[config.mk]
export PLATFORM = sky130hd
export DESIGN_NAME = packet_loss_gap_tracker_top
export DESIGN_NICKNAME = d
export VERILOG_FILES = /design/src/rtl/core/plg_pkg.sv /design/src/rtl/core/packet_loss_gap_tracker_top.sv /design/src/rtl/core/plg_blk_time.sv /design/src/rtl/core/plg_div.sv
export SDC_FILE = /design/constraint.sdc
export NUM_CORES = 2
export LEC_CHECK = 0
export BUFFER_PORTS_ARGS = -buffer_cell sky130_fd_sc_hd__buf_2
export CORE_UTILIZATION = 45
export DETAILED_ROUTE_END_ITERATION = 10
export GPL_ROUTABILITY_DRIVEN = 1
export HOLD_SLACK_MARGIN = 0.05
export PLACE_DENSITY_LB_ADDON = 0.12
export SLEW_MARGIN = 10
export SYNTH_ARGS = -nofsm -noshare
export SYNTH_HDL_FRONTEND = slang
export SYNTH_SLANG_ARGS = --single-unit
[constraint.sdc]
create_clock -name clk_i -period 8.34 [get_ports clk_i]
set_input_delay 0.417 -clock clk_i [delete_from_list [all_inputs] [get_ports clk_i]]
set_output_delay 0.417 -clock clk_i [all_outputs]
set_load 0.05 [all_outputs]
[src/rtl/core/plg_pkg.sv]
package plg_pkg;

  // filter and arithmetic constants
  localparam logic [7:0]  UdpProtocol = 8'd17;
  localparam logic [31:0] RoundHalf   = 32'd512;
  localparam logic [29:0] MhzScale    = 30'd1000000;
  localparam int          BlockShift  = 10;

  // field and datapath widths
  localparam int TsW      = 32;
  localparam int SeqW     = 32;
  localparam int KW       = 30;
  localparam int BtW      = 53;
  localparam int GapW     = 32;
  localparam int SpbW     = 8;
  localparam int MulSteps = 32;
  localparam int DivSteps = 53;

  // register map, word index = paddr[3:2]
  localparam logic [1:0] RegListenPort = 2'd0;
  localparam logic [1:0] RegClockA     = 2'd1;
  localparam logic [1:0] RegClockB     = 2'd2;

  localparam logic [15:0] ListenPortRst = 16'd4346;
  localparam logic [9:0]  ClockARst     = 10'd200;
  localparam logic [9:0]  ClockBRst     = 10'd160;

  typedef struct packed {
    logic [7:0]  ip_protocol;
    logic [15:0] dest_port;
    logic [31:0] timestamp_sec;
    logic [31:0] block_seq;
    logic [7:0]  samples_per_block;
  } plg_in_t;

  typedef struct packed {
    logic        accepted;
    logic [31:0] gap_blocks;
    logic [31:0] loss_total;
    logic [31:0] packet_count;
  } plg_out_t;

  typedef enum logic [2:0] {
    StIdle,
    StMulPrev,
    StMulCur,
    StSpan,
    StDiv,
    StNext,
    StDone
  } plg_state_e;

endpackage

[src/rtl/core/packet_loss_gap_tracker_top.sv]
// a filtered-out or first packet goes from the accepting edge to the done state, which loads the
//   output register; a tracked packet with a predecessor first runs both clock passes
// sequencing: one transaction at a time, next accepted the cycle after the result loads (which
//   can wait on the output stall); four block-time multiplies and up to two divides per packet
// reset: rst_ni clears the tracking state, both totals and the output valid, and loads the
//   register defaults (port 4346, clocks 200 and 160 MHz)
module packet_loss_gap_tracker_top (
  input  logic             clk_i,
  input  logic             rst_ni,
  // header input
  input  logic             in_valid_i,
  output logic             in_stall_o,
  input  plg_pkg::plg_in_t in_data_i,
  // result output
  output logic             out_valid_o,
  input  logic             out_stall_i,
  output plg_pkg::plg_out_t out_data_o,
  // register port
  input  logic             psel,
  input  logic             penable,
  input  logic             pwrite,
  input  logic [3:0]       paddr,
  input  logic [31:0]      pwdata,
  output logic [31:0]      prdata,
  output logic             pready
);

  // ---------------------------------------------------------------------------
  // configuration registers
  // ---------------------------------------------------------------------------
  logic [15:0] listen_port_q;
  logic [9:0]  clock_a_q, clock_b_q;
  logic        cfg_wr;

  assign pready = 1'b1;
  assign cfg_wr = psel & penable & pwrite & pready;

  always_ff @(posedge clk_i or negedge rst_ni) begin
    if (!rst_ni) begin
      listen_port_q <= plg_pkg::ListenPortRst;
      clock_a_q     <= plg_pkg::ClockARst;
      clock_b_q     <= plg_pkg::ClockBRst;
    end else if (cfg_wr) begin
      unique case (paddr[3:2])
        plg_pkg::RegListenPort: listen_port_q <= pwdata[15:0];
        plg_pkg::RegClockA:     clock_a_q     <= pwdata[9:0];
        plg_pkg::RegClockB:     clock_b_q     <= pwdata[9:0];
        default: ;  // unmapped word, write dropped
      endcase
    end
  end

  always_comb begin
    unique case (paddr[3:2])
      plg_pkg::RegListenPort: prdata = {16'b0, listen_port_q};
      plg_pkg::RegClockA:     prdata = {22'b0, clock_a_q};
      plg_pkg::RegClockB:     prdata = {22'b0, clock_b_q};
      default:                prdata = '0;
    endcase
  end

  // ---------------------------------------------------------------------------
  // state
  // ---------------------------------------------------------------------------
  plg_pkg::plg_state_e state_q, state_d;
  logic sel_q, sel_d;          // 0: clock a pass, 1: clock b pass
  logic mul_start, mul_cur, div_start, out_load;

  // tracking state from the previous accepted packet
  logic                          have_prev_q;
  logic [plg_pkg::TsW-1:0]       prev_ts_q;
  logic [plg_pkg::SeqW-1:0]      prev_seq_q;
  logic [plg_pkg::SpbW-1:0]      prev_spb_q;
  logic [31:0]                   loss_q, count_q;

  // current packet
  logic                          ok_q;
  logic [plg_pkg::TsW-1:0]       cur_ts_q;
  logic [plg_pkg::SeqW-1:0]      cur_seq_q;
  logic [plg_pkg::SpbW-1:0]      cur_spb_q;
  logic [plg_pkg::BtW-1:0]       tp_q;
  logic [plg_pkg::GapW-1:0]      gap_a_q, gap_b_q;

  // output register
  logic                          out_valid_q;
  plg_pkg::plg_out_t             out_q;

  logic in_ok;
  assign in_ok = (in_data_i.ip_protocol == plg_pkg::UdpProtocol)
               && (in_data_i.dest_port == listen_port_q);

  // ---------------------------------------------------------------------------
  // shared block-time multiplier and divider
  // ---------------------------------------------------------------------------
  logic [plg_pkg::KW-1:0]   k_a, k_b, mul_k;
  logic [plg_pkg::TsW-1:0]  mul_ts;
  logic [plg_pkg::SeqW-1:0] mul_seq;
  logic                     mul_done, div_done;
  logic [plg_pkg::BtW-1:0]  mul_res;
  logic [plg_pkg::GapW-1:0] div_quo;

  // ticks per second of each candidate clock, registered inside the multiplier at start
  assign k_a     = {20'b0, clock_a_q} * plg_pkg::MhzScale;
  assign k_b     = {20'b0, clock_b_q} * plg_pkg::MhzScale;
  assign mul_k   = sel_d ? k_b : k_a;
  assign mul_ts  = mul_cur ? cur_ts_q : prev_ts_q;
  assign mul_seq = mul_cur ? cur_seq_q : prev_seq_q;

  plg_blk_time u_blk_time (
    .clk_i   (clk_i),
    .rst_ni  (rst_ni),
    .start_i (mul_start),
    .ts_i    (mul_ts),
    .seq_i   (mul_seq),
    .k_i     (mul_k),
    .done_o  (mul_done),
    .res_o   (mul_res)
  );

  // span between the two packets; the multiplier result still holds the current block time
  logic                    same_sec, span_neg, span_zero;
  logic [plg_pkg::BtW-1:0] span;

  always_comb begin
    same_sec = (cur_ts_q == prev_ts_q);
    if (same_sec) begin
      span_neg = prev_seq_q > cur_seq_q;
      span     = {21'b0, cur_seq_q - prev_seq_q};
    end else begin
      span_neg = tp_q > mul_res;
      span     = mul_res - tp_q;
    end
    // out of order or no samples per block: candidate stays zero
    span_zero = span_neg || (prev_spb_q == '0);
  end

  plg_div u_div (
    .clk_i   (clk_i),
    .rst_ni  (rst_ni),
    .start_i (div_start),
    .num_i   (span),
    .den_i   (prev_spb_q),
    .done_o  (div_done),
    .quo_o   (div_quo)
  );

  // ---------------------------------------------------------------------------
  // sequencer: per clock, block times (previous, current), divide unless span_zero
  // ---------------------------------------------------------------------------
  always_ff @(posedge clk_i or negedge rst_ni) begin
    if (!rst_ni) begin
      state_q <= plg_pkg::StIdle;
      sel_q   <= 1'b0;
    end else begin
      state_q <= state_d;
      sel_q   <= sel_d;
    end
  end

  always_comb begin
    state_d   = state_q;
    sel_d     = sel_q;
    mul_start = 1'b0;
    mul_cur   = 1'b0;
    div_start = 1'b0;
    out_load  = 1'b0;
    unique case (state_q)
      plg_pkg::StIdle: begin
        if (in_valid_i) begin
          sel_d = 1'b0;
          if (in_ok && have_prev_q) begin
            mul_start = 1'b1;
            state_d   = plg_pkg::StMulPrev;
          end else begin
            state_d = plg_pkg::StDone;
          end
        end
      end
      plg_pkg::StMulPrev: begin
        if (mul_done) begin
          mul_start = 1'b1;
          mul_cur   = 1'b1;
          state_d   = plg_pkg::StMulCur;
        end
      end
      plg_pkg::StMulCur: begin
        if (mul_done) state_d = plg_pkg::StSpan;
      end
      plg_pkg::StSpan: begin
        if (span_zero) begin
          state_d = plg_pkg::StNext;
        end else begin
          div_start = 1'b1;
          state_d   = plg_pkg::StDiv;
        end
      end
      plg_pkg::StDiv: begin
        if (div_done) state_d = plg_pkg::StNext;
      end
      plg_pkg::StNext: begin
        if (!sel_q) begin
          sel_d     = 1'b1;
          mul_start = 1'b1;
          state_d   = plg_pkg::StMulPrev;
        end else begin
          state_d = plg_pkg::StDone;
        end
      end
      plg_pkg::StDone: begin
        // output register free or being emptied this cycle
        if (!out_valid_q || !out_stall_i) begin
          out_load = 1'b1;
          state_d  = plg_pkg::StIdle;
        end
      end
      default: state_d = plg_pkg::StIdle;
    endcase
  end

  assign in_stall_o = (state_q != plg_pkg::StIdle);

  // ---------------------------------------------------------------------------
  // merge, loss and count update
  // ---------------------------------------------------------------------------
  logic [plg_pkg::GapW-1:0] gap_m;
  logic [32:0]              loss_sum;
  logic [31:0]              loss_d, count_d;

  always_comb begin
    if ((gap_a_q != '0) && (gap_b_q != '0)) begin
      gap_m = (gap_a_q < gap_b_q) ? gap_a_q : gap_b_q;
    end else begin
      gap_m = (gap_a_q != '0) ? gap_a_q : gap_b_q;
    end
    loss_sum = {1'b0, loss_q} + {1'b0, gap_m - 32'd1};
    loss_d   = loss_q;
    if (ok_q && (gap_m > 32'd1)) begin
      loss_d = loss_sum[32] ? '1 : loss_sum[31:0];
    end
    count_d = count_q;
    if (ok_q && (count_q != '1)) begin
      count_d = count_q + 32'd1;
    end
  end

  // ---------------------------------------------------------------------------
  // datapath registers
  // ---------------------------------------------------------------------------
  always_ff @(posedge clk_i) begin
    if ((state_q == plg_pkg::StIdle) && in_valid_i) begin
      ok_q      <= in_ok;
      cur_ts_q  <= in_data_i.timestamp_sec;
      cur_seq_q <= in_data_i.block_seq;
      cur_spb_q <= in_data_i.samples_per_block;
      gap_a_q   <= '0;
      gap_b_q   <= '0;
    end
    if ((state_q == plg_pkg::StMulPrev) && mul_done) begin
      tp_q <= mul_res;
    end
    if ((state_q == plg_pkg::StDiv) && div_done) begin
      if (sel_q) begin
        gap_b_q <= div_quo;
      end else begin
        gap_a_q <= div_quo;
      end
    end
    if (out_load && ok_q) begin
      prev_ts_q  <= cur_ts_q;
      prev_seq_q <= cur_seq_q;
      prev_spb_q <= cur_spb_q;
    end
    if (out_load) begin
      out_q.accepted     <= ok_q;
      out_q.gap_blocks   <= gap_m;
      out_q.loss_total   <= loss_d;
      out_q.packet_count <= count_d;
    end
  end

  always_ff @(posedge clk_i or negedge rst_ni) begin
    if (!rst_ni) begin
      have_prev_q <= 1'b0;
      loss_q      <= '0;
      count_q     <= '0;
      out_valid_q <= 1'b0;
    end else begin
      if (out_load) begin
        loss_q      <= loss_d;
        count_q     <= count_d;
        out_valid_q <= 1'b1;
        if (ok_q) have_prev_q <= 1'b1;
      end else if (out_valid_q && !out_stall_i) begin
        out_valid_q <= 1'b0;
      end
    end
  end

  assign out_valid_o = out_valid_q;
  assign out_data_o  = out_q;

  // ---------------------------------------------------------------------------
  // assertions
  // ---------------------------------------------------------------------------
  // a filtered-out packet never reports a gap
  a_reject_no_gap: assert property (@(posedge clk_i) disable iff (!rst_ni)
    out_valid_o && !out_data_o.accepted |-> out_data_o.gap_blocks == '0)
    else $error("rejected transaction carries a nonzero gap");

  // an accepted packet is always counted
  a_count_nonzero: assert property (@(posedge clk_i) disable iff (!rst_ni)
    out_valid_o && out_data_o.accepted |-> out_data_o.packet_count != '0)
    else $error("accepted transaction with zero packet count");

  // the loss total never goes backward
  a_loss_monotonic: assert property (@(posedge clk_i) disable iff (!rst_ni)
    out_load |=> loss_q >= $past(loss_q))
    else $error("loss total decreased");

  // a result is only loaded when the output register can take it
  a_no_overwrite: assert property (@(posedge clk_i) disable iff (!rst_ni)
    out_load |-> !out_valid_q || !out_stall_i)
    else $error("output register overwritten while stalled");

endmodule

[src/rtl/core/plg_blk_time.sv]
module plg_blk_time (
  input  logic                        clk_i,
  input  logic                        rst_ni,
  input  logic                        start_i,
  input  logic [plg_pkg::TsW-1:0]     ts_i,
  input  logic [plg_pkg::SeqW-1:0]    seq_i,
  input  logic [plg_pkg::KW-1:0]      k_i,
  output logic                        done_o,
  output logic [plg_pkg::BtW-1:0]     res_o
);

  // right-shifting serial multiplier: one timestamp bit per cycle,
  // accumulator preloaded with the rounding half
  logic [31:0]                hi_q, lo_q;
  logic [plg_pkg::TsW-1:0]    ts_q;
  logic [plg_pkg::SeqW-1:0]   seq_q;
  logic [plg_pkg::KW-1:0]     k_q;
  logic [5:0]                 cnt_q;
  logic                       busy_q, done_q;
  logic [plg_pkg::BtW-1:0]    res_q;
  logic [32:0]                sum;
  logic [63:0]                wide;

  assign sum  = {1'b0, hi_q} + (ts_q[0] ? {3'b0, k_q} : 33'd0);
  assign wide = {hi_q, lo_q};

  always_ff @(posedge clk_i or negedge rst_ni) begin
    if (!rst_ni) begin
      busy_q <= 1'b0;
      done_q <= 1'b0;
      cnt_q  <= '0;
    end else begin
      done_q <= 1'b0;
      if (start_i) begin
        busy_q <= 1'b1;
        cnt_q  <= '0;
      end else if (busy_q) begin
        if (cnt_q == 6'(plg_pkg::MulSteps)) begin
          busy_q <= 1'b0;
          done_q <= 1'b1;
        end else begin
          cnt_q <= cnt_q + 6'd1;
        end
      end
    end
  end

  always_ff @(posedge clk_i) begin
    if (start_i) begin
      hi_q  <= plg_pkg::RoundHalf;
      lo_q  <= '0;
      ts_q  <= ts_i;
      seq_q <= seq_i;
      k_q   <= k_i;
    end else if (busy_q) begin
      if (cnt_q == 6'(plg_pkg::MulSteps)) begin
        // drop the low block bits, then add the sequence number
        res_q <= wide[plg_pkg::BlockShift+plg_pkg::BtW-1:plg_pkg::BlockShift]
                 + {21'b0, seq_q};
      end else begin
        hi_q <= sum[32:1];
        lo_q <= {sum[0], lo_q[31:1]};
        ts_q <= {1'b0, ts_q[plg_pkg::TsW-1:1]};
      end
    end
  end

  assign done_o = done_q;
  assign res_o  = res_q;

endmodule

[src/rtl/core/plg_div.sv]
module plg_div (
  input  logic                        clk_i,
  input  logic                        rst_ni,
  input  logic                        start_i,
  input  logic [plg_pkg::BtW-1:0]     num_i,
  input  logic [plg_pkg::SpbW-1:0]    den_i,
  output logic                        done_o,
  output logic [plg_pkg::GapW-1:0]    quo_o
);

  // restoring divider, one quotient bit per cycle; bits above the
  // result width only set a saturation flag
  logic [plg_pkg::BtW-1:0]    num_q;
  logic [plg_pkg::SpbW-1:0]   den_q, rem_q;
  logic [plg_pkg::GapW-1:0]   q_q;
  logic                       sat_q;
  logic [5:0]                 cnt_q;
  logic                       busy_q, done_q;
  logic [8:0]                 rem_sh, rem_sub;
  logic                       ge;

  assign rem_sh  = {rem_q, num_q[plg_pkg::BtW-1]};
  assign ge      = rem_sh >= {1'b0, den_q};
  assign rem_sub = rem_sh - {1'b0, den_q};

  always_ff @(posedge clk_i or negedge rst_ni) begin
    if (!rst_ni) begin
      busy_q <= 1'b0;
      done_q <= 1'b0;
      cnt_q  <= '0;
    end else begin
      done_q <= 1'b0;
      if (start_i) begin
        busy_q <= 1'b1;
        cnt_q  <= '0;
      end else if (busy_q) begin
        cnt_q <= cnt_q + 6'd1;
        if (cnt_q == 6'(plg_pkg::DivSteps - 1)) begin
          busy_q <= 1'b0;
          done_q <= 1'b1;
        end
      end
    end
  end

  always_ff @(posedge clk_i) begin
    if (start_i) begin
      num_q <= num_i;
      den_q <= den_i;
      rem_q <= '0;
      q_q   <= '0;
      sat_q <= 1'b0;
    end else if (busy_q) begin
      num_q <= {num_q[plg_pkg::BtW-2:0], 1'b0};
      rem_q <= ge ? rem_sub[7:0] : rem_sh[7:0];
      q_q   <= {q_q[plg_pkg::GapW-2:0], ge};
      sat_q <= sat_q | q_q[plg_pkg::GapW-1];
    end
  end

  assign done_o = done_q;
  assign quo_o  = sat_q ? '1 : q_q;

endmodule

==> out/qor.yml <==
final_layout:
  antenna_cells: 0
  syn2layout_area_growth_pct: 14.05
  nets: 5388
  layout-drive-gt1-share_pct: 11.52
  post_layout_nonfiller_instances: 6260
global_routing:
  grt_pass1_vias: 32569
  grt_overflow_total: 0
  grt_pass1_wl_um: 177200
  track_usage_pct: 21.41
  antenna_found_initial: 5
  grt_max_degree: 175
worst_setup_path:
  cp.arrival_ns: 8.04
  cp_max_fo: 14
  required_ns: 8.74
  slowest_delay_ns: 0.55
  ff2ff_setup_slack_ns: 0.70
  cp-end-kind: "flop"
  path_cells: "or3_4, or4_4, nor4_4, nand3_2, o221ai_2, a311o_2, nand2_1, mux2i_1, ha_1, inv_1, a2111oi_0, a41oi_1, xnor2_1, ha_1, or4_1, o211ai_1, a2111oi_0, a211oi_1, a31o_2, a21oi_1, a31oi_2, buf_4, a21bo_2, mux2_2"
  r2r_start: "gap_a_q[2]"
  r2r_cells: 24
  critical_path_class: "reg2reg"
  reg2reg_to: "out_data_o[55]"
  critPathLaunch: "gap_a_q[2]"
  cpMaxStageDelayCell: "or4_1"
  cp-start-kind: "flop"
detailed_routing:
  firstDrtPassIters: 5
  avgRoutedWirePerCell_um: 17.70
  finalWirelength_um: 110800
  ant_nets: 0
  vias: 33328
  drcViolationCount: 0
  dr.first_iter.drc_count: 2026
  viasPerCell: 5.324
floorplanning:
  row_count: 116
  die-width_um: 321.8
  die_y_um: 321.8
  start_util_pct: 45.68
  io_pins: 271
  core_area_um2: 100700
  die_area_um2: 103500
sta:
  timing.final.crit_share_pct: 91.58
  maxSlewHeadroom_pct: 24.25
  fin_crit_ns: 7.638
  setup_slack_ns: 0.7021
  max_freq_mhz: 130.9
  finalSetupViolations: 0
  final-hold-violation-count: 0
  slew_viol_final: 0
  fin_skew_ns: 0.02672
  rsz0062_at_grt: "false"
  setup_tns_ns: 0
  max_slew.worst_pin.slew_ns: 1.135
placed_design:
  pre_cts_slack_ns: 0.7643
  portBuffers: 235
  dp_hpwl_um: 78920
  dpl.cell_count: 5998
  gp_congestion: 0.8734
power_and_ir_drop:
  p_leak_uw: 0.02227
  power_density_nw_per_um2: 436.7
  p_clk_share_pct: 17.3
  finalPower_uw: 22920
  intPower_uw: 12990
  comb_power_share_pct: 56.0
  ir_drop_mv: 0.2827
  sw_frac_of_total_pct: 43.30
  p_sw_uw: 9922
  pwr-share-seq_pct: 26.8
synth:
  synthArstFlopShare_pct: 15.68
  avgSynthCellArea_um2: 10.17
  synth-seq-cells: 778
  synth.cell_area_um2: 46010
  synthesis.instances: 4526
  ys_seq_area_share_pct: 46.02
  synthFlopType: "edfxtp_1"
  synth_edf_count: 497
  yosysUniqueCellTypes: 85
  yosysWarnings: 0
outcome:
  outcome: "completed"
min_path:
  hold_class: "in2reg"
  hold_depth: 4
  min_from: "in_data_i[95]"
  hold_end: "ok_q"
clock_network:
  root_buffer: "clkbuf_16"
  htree_levels: 3
  cts_buffer_depth: 3
  clk_pin_slew_ns: 0.06
  clock_sinks: 778
  clock_latency_ns: 0.67
  cts_buffers: 92
  cts_tree: "built"
flow_run:
  cap_violations: 0
[power by group through the flow]
| stage | sequential, uW | combinational (uW) | clock, uW |
|---|---|---|---|
| floorplan | 6330 | 9570 | 0 |
| global placement | 6200 | 12700 | 0 |
| detailed placement | 6210 | 12800 | 0 |
| CTS | 6150 | 12900 | 4070 |
| global route | 6250 | 14500 | 4220 |
| finish | 6130 | 12800 | 3960 |
[flip-flops by register name, indices dropped and copies added, names as in the netlist, 53 cells and up]
signal,count
out_data_o,97
tp_q,53
u_blk_time.res_o,53
u_div.num_q,53
[kinds of logic after synthesis]
logic type	Yosys count	synth area share (%)
AOI/OAI and AO/OA	979	13.02
xor gates and xnor gates	333	6.338
adders and majority gates	424	12.44
buffers and inverters	527	4.574
DFF	778	46.02
muxes	196	4.527
other	2	0.01632
and+or+nand+nor	1287	13.07
[synth_stat cells, types with 12 or more instances]
cell type | number | area, um^2
a2111oi_0 | 12 | 105.1
a211oi_1 | 43 | 322.8
a21o_1 | 97 | 728.2
a21oi_1 | 289 | 1446
a31oi_1 | 39 | 244.0
and2_1 | 44 | 275.3
and3_1 | 35 | 219.0
buf_1 | 13 | 48.80
buf_4 | 17 | 127.6
clkbuf_1 | 128 | 480.5
dfrtp_1 | 110 | 2753
dfstp_2 | 12 | 315.3
dfxtp_1 | 159 | 3183
edfxtp_1 | 497 | 14920
fa_1 | 56 | 1121
ha_1 | 368 | 4604
inv_1 | 353 | 1325
mux2_2 | 97 | 1092
mux2i_1 | 99 | 991.0
nand2_1 | 451 | 1693
nand2b_1 | 54 | 337.8
nand3_1 | 75 | 375.4
nand4_1 | 64 | 400.4
nor2_1 | 352 | 1321
nor2b_1 | 36 | 225.2
nor3_1 | 69 | 345.3
nor3b_1 | 12 | 90.09
nor4_1 | 18 | 112.6
o2111ai_1 | 13 | 113.9
o211ai_1 | 15 | 112.6
o21a_1 | 27 | 202.7
o21ai_0 | 301 | 1506
o21bai_1 | 22 | 165.2
o31ai_1 | 24 | 180.2
or3_1 | 18 | 112.6
or4_1 | 13 | 97.59
xnor2_1 | 212 | 1857
xor2_1 | 121 | 1060
[cell usage in the layout, fill, tap and decap left out, drive strengths merged, types with 13 or more instances in the layout]
master / n
nor2b: 36
o211ai: 15
and3: 35
dfxtp: 159
o21bai: 22
ha: 368
edfxtp: 497
or3: 23
nand4: 64
a21o: 97
clkinv: 29
fa: 56
nor2: 352
xnor2: 212
o21a: 27
clkbuf: 129
nand3: 76
dfrtp: 110
o21ai: 302
xor2: 121
buf: 273
a211oi: 43
a21oi: 289
inv: 358
a31oi: 39
conb: 17
nand2: 451
and2: 44
nor3: 69
o2111ai: 13
o31ai: 24
or4: 15
mux2i: 99
mux2: 97
dlygate4sd3: 90
nand2b: 54
nor4: 20
[worst max-delay path by stage]
stage / end / slack, ns / cells after the start
after floorplan: out_data_o[51] / 1.20 / 30
after global placement: out_data_o[55] / 0.80 / 24
after detailed placement: out_data_o[55] / 0.76 / 24
after CTS: out_data_o[55] / 0.70 / 24
after global routing: out_data_o[63] / 0.13 / 24
final: out_data_o[55] / 0.70 / 24
[metrics by stage]
step / instance area, um^2 / hold WS [ns] / utilization, %
4_1_cts: 52480 / 0.2608 / 52.10
3_5_place_dp: 48620 / 0.4045 / 48.26
6_report: 52480 / 0.2838 / 52.10
3_3_place_gp: 48620 / 0.4081 / 48.26
2_1_floorplan: 46070 / 0.1214 / -
5_1_grt: 52480 / 0.2893 / 52.10
[cell type report]
class                   instances  area [um^2]
multi-input cells            3236        22920
well taps                    1357         1698
flip-flops and latches        778        21180
repair buffers                363         2394
clock buffers                 129         2565
clock inverters                43        395.4
inverters                     354         1331
fillers                      9306        48250
[critical path: cells and delay by family (launching register included)]
kind	cells	cell delay [ns]
AOI/OAI and AO/OA	11	2.89
adders and majority gates	2	0.50
xor gates and xnor gates	1	0.21
and+or+nand+nor	6	2.34
buffers and inverters	2	0.35
DFF	1	0.34
muxes	2	0.71
[metal layers]
layer	routed length [um]	vias to the layer above	share of wire [%]	GRT usage [%]
met2	52300	599	47	35.60
li1	-	16701	-	-
met5	0	-	0	0
met1	52130	15892	47	29.49
met3	4064	136	3.7	2.408
met4	2287	0	2.1	5.820
[repair_timing]
item	in CTS	in global routing
hold buffers	90	0
buffers inserted	0	0
endpoints found under the hold margin	174	0
endpoints found under the setup margin	0	2
resized for setup	0	1
(Power assumes the default switching activity.)
